### src/hw/rtl/rtds_pkg.sv
// shared types and codes for the record table block
package rtds_pkg;

    // operation codes of an input item
    localparam logic [1:0] OP_APPEND = 2'd0;
    localparam logic [1:0] OP_DELETE = 2'd1;
    localparam logic [1:0] OP_SORT   = 2'd2;
    localparam logic [1:0] OP_READ   = 2'd3;

    // status codes of a result item
    localparam logic [1:0] ST_OK    = 2'd0;
    localparam logic [1:0] ST_BAD   = 2'd1;
    localparam logic [1:0] ST_FULL  = 2'd2;
    localparam logic [1:0] ST_RANGE = 2'd3;

    // fixed field widths
    localparam int unsigned POS_W   = 6;
    localparam int unsigned COUNT_W = 7;

    // one stored record
    typedef struct packed {
        logic [7:0]  key;
        logic [63:0] tail;
        logic [7:0]  age;
    } t_record;

endpackage

### src/hw/rtl/rtds_if.sv
// item and result channel interfaces of the record table block

// input item channel
interface rtds_item_if;
    logic        valid;
    logic        ready;
    logic [1:0]  operation;
    logic [5:0]  position;
    logic [7:0]  key_char;
    logic [63:0] name_tail;
    logic [7:0]  age_value;

    modport source (output valid, operation, position, key_char, name_tail, age_value,
                    input ready);
    modport sink (input valid, operation, position, key_char, name_tail, age_value,
                  output ready);
endinterface

// result item channel
interface rtds_result_if;
    logic        valid;
    logic        ready;
    logic [1:0]  status;
    logic [6:0]  entry_count;
    logic [7:0]  read_key;
    logic [63:0] read_tail;
    logic [7:0]  read_age;

    modport source (output valid, status, entry_count, read_key, read_tail, read_age,
                    input ready);
    modport sink (input valid, status, entry_count, read_key, read_tail, read_age,
                  output ready);
endinterface

### src/hw/rtl/rtds_mem.sv
// record memory: one write port, one registered read port
module rtds_mem #(
    parameter int unsigned CAPACITY = 16,
    parameter int unsigned AW = 4
) (
    input  logic               i_clk,
    input  logic               i_we,
    input  logic [AW-1:0]      i_waddr,
    input  rtds_pkg::t_record  i_wdata,
    input  logic [AW-1:0]      i_raddr,
    output rtds_pkg::t_record  o_rdata
);

    rtds_pkg::t_record r_mem [CAPACITY];
    rtds_pkg::t_record r_rdata;

    // write port
    always_ff @(posedge i_clk) begin
        if (i_we) begin
            r_mem[i_waddr] <= i_wdata;
        end
    end

    // registered read port
    always_ff @(posedge i_clk) begin
        r_rdata <= r_mem[i_raddr];
    end

    assign o_rdata = r_rdata;

endmodule

### src/hw/rtl/record_table_delete_and_sort_top.sv
// Record table top level: sequencer around one record memory and one key comparator.
// Append and rejected items go straight to the result; a read fetches its record first,
// delete shifts each later entry down one place, sort makes a pivot pass per later entry.
// One item at a time: the memory ports are shared by every step, so the next item is
// taken when the sequencer is back at rest; a result may wait in the output register.
// Synchronous active-low reset empties the table and clears the handshake state.
module record_table_delete_and_sort_top #(
    parameter int unsigned CAPACITY = 16
) (
    input  logic                 i_clk,
    input  logic                 i_rst_n,
    rtds_item_if.sink            i_item,
    rtds_result_if.source        o_result
);

    localparam int unsigned AW = (CAPACITY > 1) ? $clog2(CAPACITY) : 1;
    localparam int unsigned CW = $clog2(CAPACITY + 1);

    typedef enum logic [9:0] {
        S_IDLE = 10'b0000000001,
        S_RD   = 10'b0000000010,
        S_DRD  = 10'b0000000100,
        S_DWR  = 10'b0000001000,
        S_SLD  = 10'b0000010000,
        S_SPV  = 10'b0000100000,
        S_SRD  = 10'b0001000000,
        S_SCMP = 10'b0010000000,
        S_SWB  = 10'b0100000000,
        S_DONE = 10'b1000000000
    } t_state;

    t_state            r_state, n_state;
    logic [CW-1:0]     r_count, n_count;
    logic [CW-1:0]     r_i, n_i;
    logic [CW-1:0]     r_x, n_x;
    rtds_pkg::t_record r_pivot, n_pivot;
    logic [1:0]        r_res_status, n_res_status;
    rtds_pkg::t_record r_res_rec, n_res_rec;
    logic              r_out_valid, n_out_valid;
    logic [1:0]        r_out_status, n_out_status;
    logic [6:0]        r_out_count, n_out_count;
    rtds_pkg::t_record r_out_rec, n_out_rec;

    logic              mem_we;
    logic [AW-1:0]     mem_waddr;
    rtds_pkg::t_record mem_wdata;
    logic [AW-1:0]     mem_raddr;
    rtds_pkg::t_record mem_rdata;

    logic              in_fire;
    logic              out_free;
    logic [7:0]        pos_ext;
    logic [7:0]        count_ext;
    logic              i_more;
    logic              x_more;

    // record memory
    rtds_mem #(
        .CAPACITY (CAPACITY),
        .AW       (AW)
    ) u_mem (
        .i_clk   (i_clk),
        .i_we    (mem_we),
        .i_waddr (mem_waddr),
        .i_wdata (mem_wdata),
        .i_raddr (mem_raddr),
        .o_rdata (mem_rdata)
    );

    // handshake and loop bounds
    assign i_item.ready = (r_state == S_IDLE);
    assign in_fire      = i_item.valid && (r_state == S_IDLE);
    assign out_free     = !r_out_valid || o_result.ready;
    assign pos_ext      = {2'b00, i_item.position};
    assign count_ext    = 8'(r_count);
    assign i_more       = ({1'b0, r_i} + 1'b1) < {1'b0, r_count};
    assign x_more       = ({1'b0, r_x} + 1'b1) < {1'b0, r_count};

    // sequencer
    always_comb begin
        n_state      = r_state;
        n_count      = r_count;
        n_i          = r_i;
        n_x          = r_x;
        n_pivot      = r_pivot;
        n_res_status = r_res_status;
        n_res_rec    = r_res_rec;
        n_out_valid  = r_out_valid && !o_result.ready;
        n_out_status = r_out_status;
        n_out_count  = r_out_count;
        n_out_rec    = r_out_rec;
        mem_we       = 1'b0;
        mem_waddr    = r_count[AW-1:0];
        mem_wdata    = r_pivot;
        mem_raddr    = r_i[AW-1:0];

        unique case (r_state)
            S_IDLE: begin
                if (in_fire) begin
                    n_res_status = rtds_pkg::ST_OK;
                    n_res_rec    = '0;
                    n_state      = S_DONE;
                    unique case (i_item.operation)
                        rtds_pkg::OP_APPEND: begin
                            if (r_count == CW'(CAPACITY)) begin
                                n_res_status = rtds_pkg::ST_FULL;
                            end else begin
                                mem_we         = 1'b1;
                                mem_waddr      = r_count[AW-1:0];
                                mem_wdata.key  = i_item.key_char;
                                mem_wdata.tail = i_item.name_tail;
                                mem_wdata.age  = i_item.age_value;
                                n_count        = r_count + 1'b1;
                            end
                        end
                        rtds_pkg::OP_DELETE: begin
                            if (r_count == '0 || i_item.position == '0 ||
                                pos_ext > count_ext) begin
                                n_res_status = rtds_pkg::ST_BAD;
                            end else begin
                                n_i     = CW'(pos_ext - 8'd1);
                                n_state = S_DRD;
                            end
                        end
                        rtds_pkg::OP_SORT: begin
                            n_i     = CW'(1);
                            n_state = S_SLD;
                        end
                        default: begin
                            if (pos_ext >= count_ext) begin
                                n_res_status = rtds_pkg::ST_RANGE;
                            end else begin
                                mem_raddr = i_item.position[AW-1:0];
                                n_state   = S_RD;
                            end
                        end
                    endcase
                end
            end
            // read data back from memory
            S_RD: begin
                n_res_rec = mem_rdata;
                n_state   = S_DONE;
            end
            // delete: fetch the next entry or finish
            S_DRD: begin
                if (i_more) begin
                    mem_raddr = AW'(r_i + 1'b1);
                    n_state   = S_DWR;
                end else begin
                    n_count = r_count - 1'b1;
                    n_state = S_DONE;
                end
            end
            // delete: shift it down one place
            S_DWR: begin
                mem_we    = 1'b1;
                mem_waddr = r_i[AW-1:0];
                mem_wdata = mem_rdata;
                n_i       = r_i + 1'b1;
                n_state   = S_DRD;
            end
            // sort: fetch record i into the pivot register
            S_SLD: begin
                if (r_i < r_count) begin
                    mem_raddr = r_i[AW-1:0];
                    n_state   = S_SPV;
                end else begin
                    n_state = S_DONE;
                end
            end
            S_SPV: begin
                n_pivot = mem_rdata;
                n_x     = '0;
                n_state = S_SRD;
            end
            // sort: fetch record x
            S_SRD: begin
                if (x_more) begin
                    mem_raddr = r_x[AW-1:0];
                    n_state   = S_SCMP;
                end else begin
                    n_state = S_SWB;
                end
            end
            // sort: compare keys, swap x with the pivot when x is larger and x is not i
            S_SCMP: begin
                if (r_x != r_i && mem_rdata.key > r_pivot.key) begin
                    mem_we    = 1'b1;
                    mem_waddr = r_x[AW-1:0];
                    mem_wdata = r_pivot;
                    n_pivot   = mem_rdata;
                end
                n_x     = r_x + 1'b1;
                n_state = S_SRD;
            end
            // sort: write the pivot back to place i
            S_SWB: begin
                mem_we    = 1'b1;
                mem_waddr = r_i[AW-1:0];
                mem_wdata = r_pivot;
                n_i       = r_i + 1'b1;
                n_state   = S_SLD;
            end
            // hand the result to the output register
            S_DONE: begin
                if (out_free) begin
                    n_out_valid  = 1'b1;
                    n_out_status = r_res_status;
                    n_out_count  = 7'(r_count);
                    n_out_rec    = r_res_rec;
                    n_state      = S_IDLE;
                end
            end
            default: begin
                n_state = S_IDLE;
            end
        endcase
    end

    // control registers
    always_ff @(posedge i_clk) begin
        if (!i_rst_n) begin
            r_state     <= S_IDLE;
            r_count     <= '0;
            r_out_valid <= 1'b0;
        end else begin
            r_state     <= n_state;
            r_count     <= n_count;
            r_out_valid <= n_out_valid;
        end
    end

    // payload registers
    always_ff @(posedge i_clk) begin
        r_i          <= n_i;
        r_x          <= n_x;
        r_pivot      <= n_pivot;
        r_res_status <= n_res_status;
        r_res_rec    <= n_res_rec;
        r_out_status <= n_out_status;
        r_out_count  <= n_out_count;
        r_out_rec    <= n_out_rec;
    end

    // result channel
    assign o_result.valid       = r_out_valid;
    assign o_result.status      = r_out_status;
    assign o_result.entry_count = r_out_count;
    assign o_result.read_key    = r_out_rec.key;
    assign o_result.read_tail   = r_out_rec.tail;
    assign o_result.read_age    = r_out_rec.age;

endmodule

### src/flat_wrapper.sv
// flat-port wrapper written by rule: the top's interface ports become plain ports
module record_table_delete_and_sort_top_flat 
#(
    parameter int unsigned CAPACITY = 16
)
  (i_clk, i_rst_n, i_item_valid, i_item_operation, i_item_position, i_item_key_char, i_item_name_tail, i_item_age_value, i_item_ready, o_result_valid, o_result_status, o_result_entry_count, o_result_read_key, o_result_read_tail, o_result_read_age, o_result_ready);
  rtds_item_if i_item_i ();
  rtds_result_if o_result_i ();
  input  logic i_clk;
  input  logic i_rst_n;
  input wire logic [$bits(i_item_i.valid)-1:0] i_item_valid;
  input wire logic [$bits(i_item_i.operation)-1:0] i_item_operation;
  input wire logic [$bits(i_item_i.position)-1:0] i_item_position;
  input wire logic [$bits(i_item_i.key_char)-1:0] i_item_key_char;
  input wire logic [$bits(i_item_i.name_tail)-1:0] i_item_name_tail;
  input wire logic [$bits(i_item_i.age_value)-1:0] i_item_age_value;
  output wire logic [$bits(i_item_i.ready)-1:0] i_item_ready;
  output wire logic [$bits(o_result_i.valid)-1:0] o_result_valid;
  output wire logic [$bits(o_result_i.status)-1:0] o_result_status;
  output wire logic [$bits(o_result_i.entry_count)-1:0] o_result_entry_count;
  output wire logic [$bits(o_result_i.read_key)-1:0] o_result_read_key;
  output wire logic [$bits(o_result_i.read_tail)-1:0] o_result_read_tail;
  output wire logic [$bits(o_result_i.read_age)-1:0] o_result_read_age;
  input wire logic [$bits(o_result_i.ready)-1:0] o_result_ready;
  assign i_item_i.valid = i_item_valid;
  assign i_item_i.operation = i_item_operation;
  assign i_item_i.position = i_item_position;
  assign i_item_i.key_char = i_item_key_char;
  assign i_item_i.name_tail = i_item_name_tail;
  assign i_item_i.age_value = i_item_age_value;
  assign i_item_ready = i_item_i.ready;
  assign o_result_valid = o_result_i.valid;
  assign o_result_status = o_result_i.status;
  assign o_result_entry_count = o_result_i.entry_count;
  assign o_result_read_key = o_result_i.read_key;
  assign o_result_read_tail = o_result_i.read_tail;
  assign o_result_read_age = o_result_i.read_age;
  assign o_result_i.ready = o_result_ready;
  record_table_delete_and_sort_top #(.CAPACITY(CAPACITY)) u_core (.i_clk(i_clk), .i_rst_n(i_rst_n), .i_item(i_item_i), .o_result(o_result_i));
endmodule
### config.mk
export PLATFORM = sky130hd
export DESIGN_NAME = record_table_delete_and_sort_top_flat
export DESIGN_NICKNAME = d
export VERILOG_FILES = /design/src/hw/rtl/rtds_pkg.sv /design/src/hw/rtl/rtds_if.sv /design/src/hw/rtl/rtds_mem.sv /design/src/hw/rtl/record_table_delete_and_sort_top.sv /design/src/flat_wrapper.sv
export SDC_FILE = /design/constraint.sdc
export NUM_CORES = 2
export LEC_CHECK = 0
export ABC_AREA = 0
export BUFFER_PORTS_ARGS = -buffer_cell sky130_fd_sc_hd__buf_2
export CAP_MARGIN = 20
export CORE_MARGIN = 2
export CORE_UTILIZATION = 30
export CTS_CLUSTER_DIAMETER = 50
export DETAILED_ROUTE_END_ITERATION = 8
export GPL_TIMING_DRIVEN = 0
export PLACE_DENSITY = 0.58
export SYNTH_ARGS = -nofsm -noshare
export SYNTH_HDL_FRONTEND = slang
export SYNTH_SLANG_ARGS = --single-unit
### constraint.sdc
create_clock -name i_clk -period 6.6 [get_ports i_clk]
set_input_delay 0.99 -clock i_clk [delete_from_list [all_inputs] [get_ports i_clk]]
set_output_delay 0.99 -clock i_clk [all_outputs]
set_load 0.01 [all_outputs]
Word-level counts from Yosys, hierarchy flattened

Memories as Yosys holds them, arrays and structs flattened. A register that Yosys moved wholly into a read port is not among the register bits.
Cells that the tools add are included.

Output and inout bits: 91
Bits of input ports: 92
Logic and storage cells: 126
Memories: 1
Register bits after elaboration: 275
Memory bits (writable): 1,280

$add $sub $neg: 7
Muxes and demuxes: 48
Order comparisons: 6
Reduce and logical (&&, ||, !) cells: 25
Eq/ne operators: 22

Memory list:

| name               | depth | bits a word | read ports | clocked after memory_dff | wr ports | RTL line       | RTL |
|---|---|---|---|---|---|---|---|
| u_core.u_mem.r_mem | 16    | 80          | 1          | 1                        | 1        | rtds_mem.sv:14 | `rtds_pkg::t_record r_mem [CAPACITY];` |

Operator list:

| operator                                              | number |
|---|---|
| case mux 80 bit (2 select lines)                      | 3 |
| 2-to-1 mux 80 bit                                     | 5 |
| case mux 10 bit (9 select lines)                      | 1 |
| 2-to-1 mux 10 bit                                     | 6 |
| case mux 5 bit (2 select lines)                       | 4 |
| 2-to-1 mux 5 bit                                      | 6 |
| case mux 10 bit (3 select lines)                      | 1 |
| 2-to-1 mux 4 bit                                      | 6 |
| adder 5 x 1 -> 5 bit (second input constant)          | 3 |
| adder 5 x 1 -> 6 bit (second input constant)          | 2 |
| less-than comparator 6 x 5 -> 1 bit                   | 2 |
| case mux 4 bit (3 select lines)                       | 1 |
| equality test 10 x 1 -> 1 bit (second input constant) | 1 |
| equality test 10 bit (second input constant)          | 1 |
| equality test 10 x 2 -> 1 bit (second input constant) | 1 |
| equality test 10 x 3 -> 1 bit (second input constant) | 1 |
| equality test 10 x 4 -> 1 bit (second input constant) | 1 |
| equality test 10 x 5 -> 1 bit (second input constant) | 1 |
| equality test 10 x 6 -> 1 bit (second input constant) | 1 |
| equality test 10 x 7 -> 1 bit (second input constant) | 1 |
| equality test 10 x 8 -> 1 bit (second input constant) | 1 |
| equality test 10 x 9 -> 1 bit (second input constant) | 1 |
| AND reduction 2 bit                                   | 5 |
| subtractor 5 x 1 -> 5 bit (second input constant)     | 2 |
| other kinds (29)                                      | 51 |

Longest topological paths before layout

Depth after elaboration: 7
Gate-level depth with buffers: 16
Depth with buffers taken out: 12

Hierarchy

From an unflattened synthesis, not the netlist that was laid out.

Cells, all modules: 2,962
Area total of the unflattened synthesis: 61,295.0 um^2

Modules (own cells, without submodules):

| module                           | cells each | area each (um^2) | seq. area each (um^2) | times used |
|---|---|---|---|---|
| rtds_mem                         | 2,054      | 49,422.4         | 40,038.4              | 1 |
| record_table_delete_and_sort_top | 908        | 11,872.6         | 8,097.8               | 1 |

Worst setup path after synthesis

Ideal clock, no wire load.

Path kind: flip-flop to flip-flop
Start point: register u_core.r_state[0]
End point: memory u_core.u_mem.r_mem[13][0] (netlist name) (enable)
Period minus slack after synthesis: 6.515 ns
Setup time: 0.519 ns
Buffers on the path: 0
Path slack: 0.085 ns
Arrival: 5.996 ns
Stages on the path, launching flop included: 9
Required time: 6.081 ns
Path through: dfxtp_1 nor4_1 nand2_1 nor2_1 nand3_1 a2111oi_0 a222oi_1 or2_2 nor2_1

Longest elaborated chain between the ends: 6
Elaborated cells between the ends (all ways): 11
Those cells by class: eq/ne: 4; mux: 5; reduce/logical: 2

RTL lines:

| what                                   | RTL line                                                                       | RTL |
|---|---|---|
| from (decl)                            | record_table_delete_and_sort_top.sv:32                                         | `t_state r_state, n_state;` |
| from (signal assigned)                 | record_table_delete_and_sort_top.sv:228                                        | `r_state <= n_state;` |
| equality test 10 x 1 -> 1 bit          | record_table_delete_and_sort_top.sv:72, record_table_delete_and_sort_top.sv:97 |  |
| logical AND 1 bit                      | record_table_delete_and_sort_top.sv:72                                         | `assign in_fire = i_item.valid && (r_state == S_IDLE);` |
| 2-to-1 mux 1 bit                       | record_table_delete_and_sort_top.sv:99                                         | `if (in_fire) begin` |
| case mux 1 bit (3 select lines)        | record_table_delete_and_sort_top.sv:97                                         | `unique case (r_state)` |
| 2-to-1 mux 1 bit                       | rtds_mem.sv:19                                                                 | `if (i_we) begin` |
| 2-to-1 mux 1 bit (implied by the code) | rtds_mem.sv:20                                                                 | `r_mem[i_waddr] <= i_wdata;` |
| to (decl)                              | rtds_mem.sv:14                                                                 |  |

Several ways; a longest one is shown, not always the timed one.

Worst setup path in the final report

Start point: register u_core.r_pivot[74] (netlist name)
End point: memory u_core.u_mem.r_mem[5][37] (netlist name) (enable)

Longest elaborated chain between the ends: 6
Elaborated cells between the ends (all ways): 8
Those cells by class: order compare: 1; mux: 6; reduce/logical: 1

RTL lines:

| what                                   | RTL line                                | RTL |
|---|---|---|
| from (decl)                            | record_table_delete_and_sort_top.sv:36  | `rtds_pkg::t_record r_pivot, n_pivot;` |
| from (signal assigned)                 | record_table_delete_and_sort_top.sv:238 | `r_pivot <= n_pivot;` |
| > comparator 8 bit (*)                 | record_table_delete_and_sort_top.sv:188 | `if (r_x != r_i && mem_rdata.key > r_pivot.key) begin` |
| logical AND 1 bit (*)                  | record_table_delete_and_sort_top.sv:188 |  |
| 2-to-1 mux 1 bit                       | record_table_delete_and_sort_top.sv:188 |  |
| case mux 1 bit (3 select lines)        | record_table_delete_and_sort_top.sv:97  |  |
| 2-to-1 mux 1 bit                       | rtds_mem.sv:19                          |  |
| 2-to-1 mux 1 bit (implied by the code) | rtds_mem.sv:20                          |  |

Every way passes the cells marked *; elsewhere a longest branch is shown, timed or not.

==> impl_metrics.tcl <==
set metrics [dict create \
    n_fill_cell 18927 \
    clkTransAtPathRegs_ns 0.06 \
    dieArea_mm2 0.210 \
    wl_per_cell_um 26.3 \
    fmax_mhz 170 \
    synth_top_area_frac 0.748 \
    row_count 166 \
    async_flop_share 0 \
    cts_resized 0 \
    worstPathMaxFanout 21 \
    worst_setup_path_end_kind "flip-flop" \
    grt_pass1_wl_um 246000 \
    outcome "finished, final reports clean" \
    drive_gt1_frac 0.160 \
    num-nets-final 4055 \
    synth.most_common_cell "edfxtp_1" \
    synthTopCellsByArea "edfxtp_1 (75%), mux2i_1 (10%), o22ai_1 (3.3%), dfxtp_1 (3.1%), nand2_1 (1.1%)" \
    cp.arrival_ns 6.39 \
    drt_iter0_markers 3478 \
    slew_headroom 0.196 \
    io_pins 183 \
    place_ws_ns 0.849 \
    holdCritPathClass "flip-flop to flip-flop" \
    ys_ff_latch 1635 \
    numCtsBuffers 174 \
    synth_area_mm2 0.0618 \
    grt_pass1_vias 33025 \
    io_buffers 180 \
    post-dp-hpwl_um 115000 \
    groute.usage.overall 0.165 \
    area_growth_pct 19.6 \
    fin_ws_ns 0.721 \
    drt-total-wl_um 178000 \
    drtAntennaViolNets 0 \
    die_y_um 458 \
    core_area_mm2 0.205 \
    multiInputGateArea_mm2 0.0129 \
    path_cells "inv_1 -> ha_1 -> nand3_1 -> o221ai_1 -> a21o_1 -> a2111oi_0 -> a2111oi_0 -> dlymetal6s2s_1 -> a222oi_1 -> nand2b_1 -> nor2_4 -> buf_12 -> buf_12 -> buf_16 -> buf_12" \
    die_w_um 458 \
    setup.worst_path.start_class "flip-flop" \
    postCtsHoldBufs 0 \
    cellPowerDensity_mw_per_mm2 304 \
    timing.max_cap.violations 0 \
    slowest_stage "a2111oi_0" \
    avgSynthCellArea_um2 17.8 \
    tightest_slew_ns 1.17 \
    avgViaCountPerCell 4.98 \
    yosys-top-cells-count "edfxtp_1 (1539), mux2i_1 (642), o22ai_1 (321)" \
    grt_setup_unrepaired "false" \
    p_leak_nw 26.1 \
    critical_path_class "flip-flop to flip-flop" \
    ctsRootBufferMaster "clkbuf_16" \
    post-route-period-util 0.891 \
    via_count 33661 \
    hold_viol 0 \
    cts.sinks 1635 \
    dr.pass1.iters 5 \
    period_needed_ns 5.88 \
    antenna_found_initial 12 \
    yosysWarnings 0 \
    crit_required_ns 7.11 \
    syn_inst 3479 \
    synth-main-ff-cell "edfxtp_1" \
    drc_errors 0 \
    grt_max_degree 44 \
    fin_setup_tns_ns 0 \
    p_total_w 0.0225 \
    critical_path.most_common_cell "buf_12" \
    stdcell_count 6765 \
    start_util 0.302 \
    fin_skew_ns 0.0586 \
    finalMaxSlewViolations 0 \
    ys_seq_area_frac 0.779 \
    cp_slowest_stage_delay_ns 1.02 \
    synth_edf_count 1539 \
    setup_viol 0 \
    fin_area_mm2 0.0739 \
    cts_tree "built" \
    seq_area_mm2 0.0481 \
    postCtsSetupRepairBufs 0 \
    diodes 0 \
    placed_area_mm2 0.0679 \
    overflow 0 \
    clk_latency_ns 0.83 \
    synth_top_area_cell "edfxtp_1" \
    ir_drop_mv 0.221 \
    synthDistinctLibCells 63 \
    cts_buffer_depth 3 \
    place_inst 6431 \
    gp_congestion 0.792 \
    cts_htree_levels 4 \
]
kinds of logic (layout without fill, tap and decap cells):
family                   count (synthesis)  count (layout)  share of synthesized area
buffers and inverters                  208             805                     0.0144
other                                    1               2                  0.0000607
AO/OA/AOI/OAI                          474             474                     0.0513
multiplexers                           642             642                      0.104
adder cells (fa/ha/maj)                 39              39                    0.00802
XOR/XNOR                                19              19                    0.00269
flip-flops                            1635            1635                      0.779
AND/OR/NAND/NOR                        461             461                     0.0401
layout by cell type (no fill, tap or decap), types with 10 or more instances in the layout:
cell | Yosys | layout
buf_16 | 0 | 19
bufinv_16 | 0 | 12
and2_1 | 90 | 90
nor2_4 | 0 | 16
clkbuf_8 | 0 | 23
nor2b_1 | 11 | 10
o22ai_1 | 321 | 321
ha_1 | 38 | 38
nand3_1 | 16 | 16
or4_1 | 80 | 80
buf_2 | 77 | 259
nand2b_1 | 10 | 10
clkbuf_16 | 0 | 178
xor2_1 | 10 | 10
edfxtp_1 | 1539 | 1539
clkinv_2 | 0 | 24
o21ai_0 | 10 | 10
clkinv_1 | 0 | 22
inv_1 | 24 | 24
dfxtp_1 | 96 | 96
nand2_1 | 179 | 179
buf_12 | 0 | 55
mux2i_1 | 642 | 642
nor2_1 | 33 | 17
clkbuf_1 | 100 | 133
a22oi_1 | 81 | 81
layer usage:
metal  vias to the layer above  track usage  share of wire
met5                         -            0        0.00056
met1                     17265        0.206           0.39
met3                       309       0.0267          0.065
met2                      1300        0.282           0.50
met4                        16       0.0739          0.044
li1                      14771            -              -
layout make-up:
cell class,count,share of cell area
clock buffers,238,0.0665
inverters,24,0.00122
repair buffers,268,0.0365
plain buffers,184,0.0109
multi-input cells,1637,0.174
clock inverters,91,0.0135
well taps,2688,0.0455
flip-flops and latches,1635,0.652
where the power goes:
part	internal (W)	leakage, nW	switching (W)	total (W)
clock network	0.00575	2.89	0.00417	0.00992
logic	0.000320	8.43	0.000653	0.000973
registers	0.0115	14.7	0.000108	0.0116
sequential cells by signal (all words and copies together) (netlist names), 8 cells and up:
| register | cells |
|---|---|
| u_core.o_result.read_age | 8 |
| u_core.o_result.read_key | 8 |
| u_core.o_result.read_tail | 64 |
| u_core.r_pivot | 80 |
| u_core.r_res_rec | 80 |
| u_core.r_state | 10 |
| u_core.u_mem.o_rdata | 80 |
| u_core.u_mem.r_mem | 1280 |
through the flow:
step | utilization | hold WS, ns
detailed placement | 0.332 | 0.405
finish | 0.361 | 0.408
floorplan | - | 0.400
CTS | 0.361 | 0.410
global route | 0.361 | 0.413
global placement | 0.323 | 0.405
worst max-delay path: cells and delay by family (launching register included):
| kind | cells | cell delay (ns) |
|---|---|---|
| AO/OA/AOI/OAI | 5 | 2.24 |
| AND/OR/NAND/NOR | 3 | 1.38 |
| buffers and inverters | 6 | 1.24 |
| flip-flops | 1 | 0.39 |
| adder cells (fa/ha/maj) | 1 | 0.23 |
final timing paths:
path,startpoint,to,slack [ns],cells past startpoint
worst min-delay path,u_core.r_res_rec[37],u_core.o_result.read_tail[29],0.41,0
worst max-delay path,u_core.r_pivot[74],u_core.u_mem.r_mem[5][37],0.72,15
worst min register to register,u_core.r_res_rec[37],u_core.o_result.read_tail[29],0.41,0
worst max register to register,u_core.r_pivot[74],u_core.u_mem.r_mem[5][37],0.72,15
Note: power is estimated with default switching activity, not from simulation.
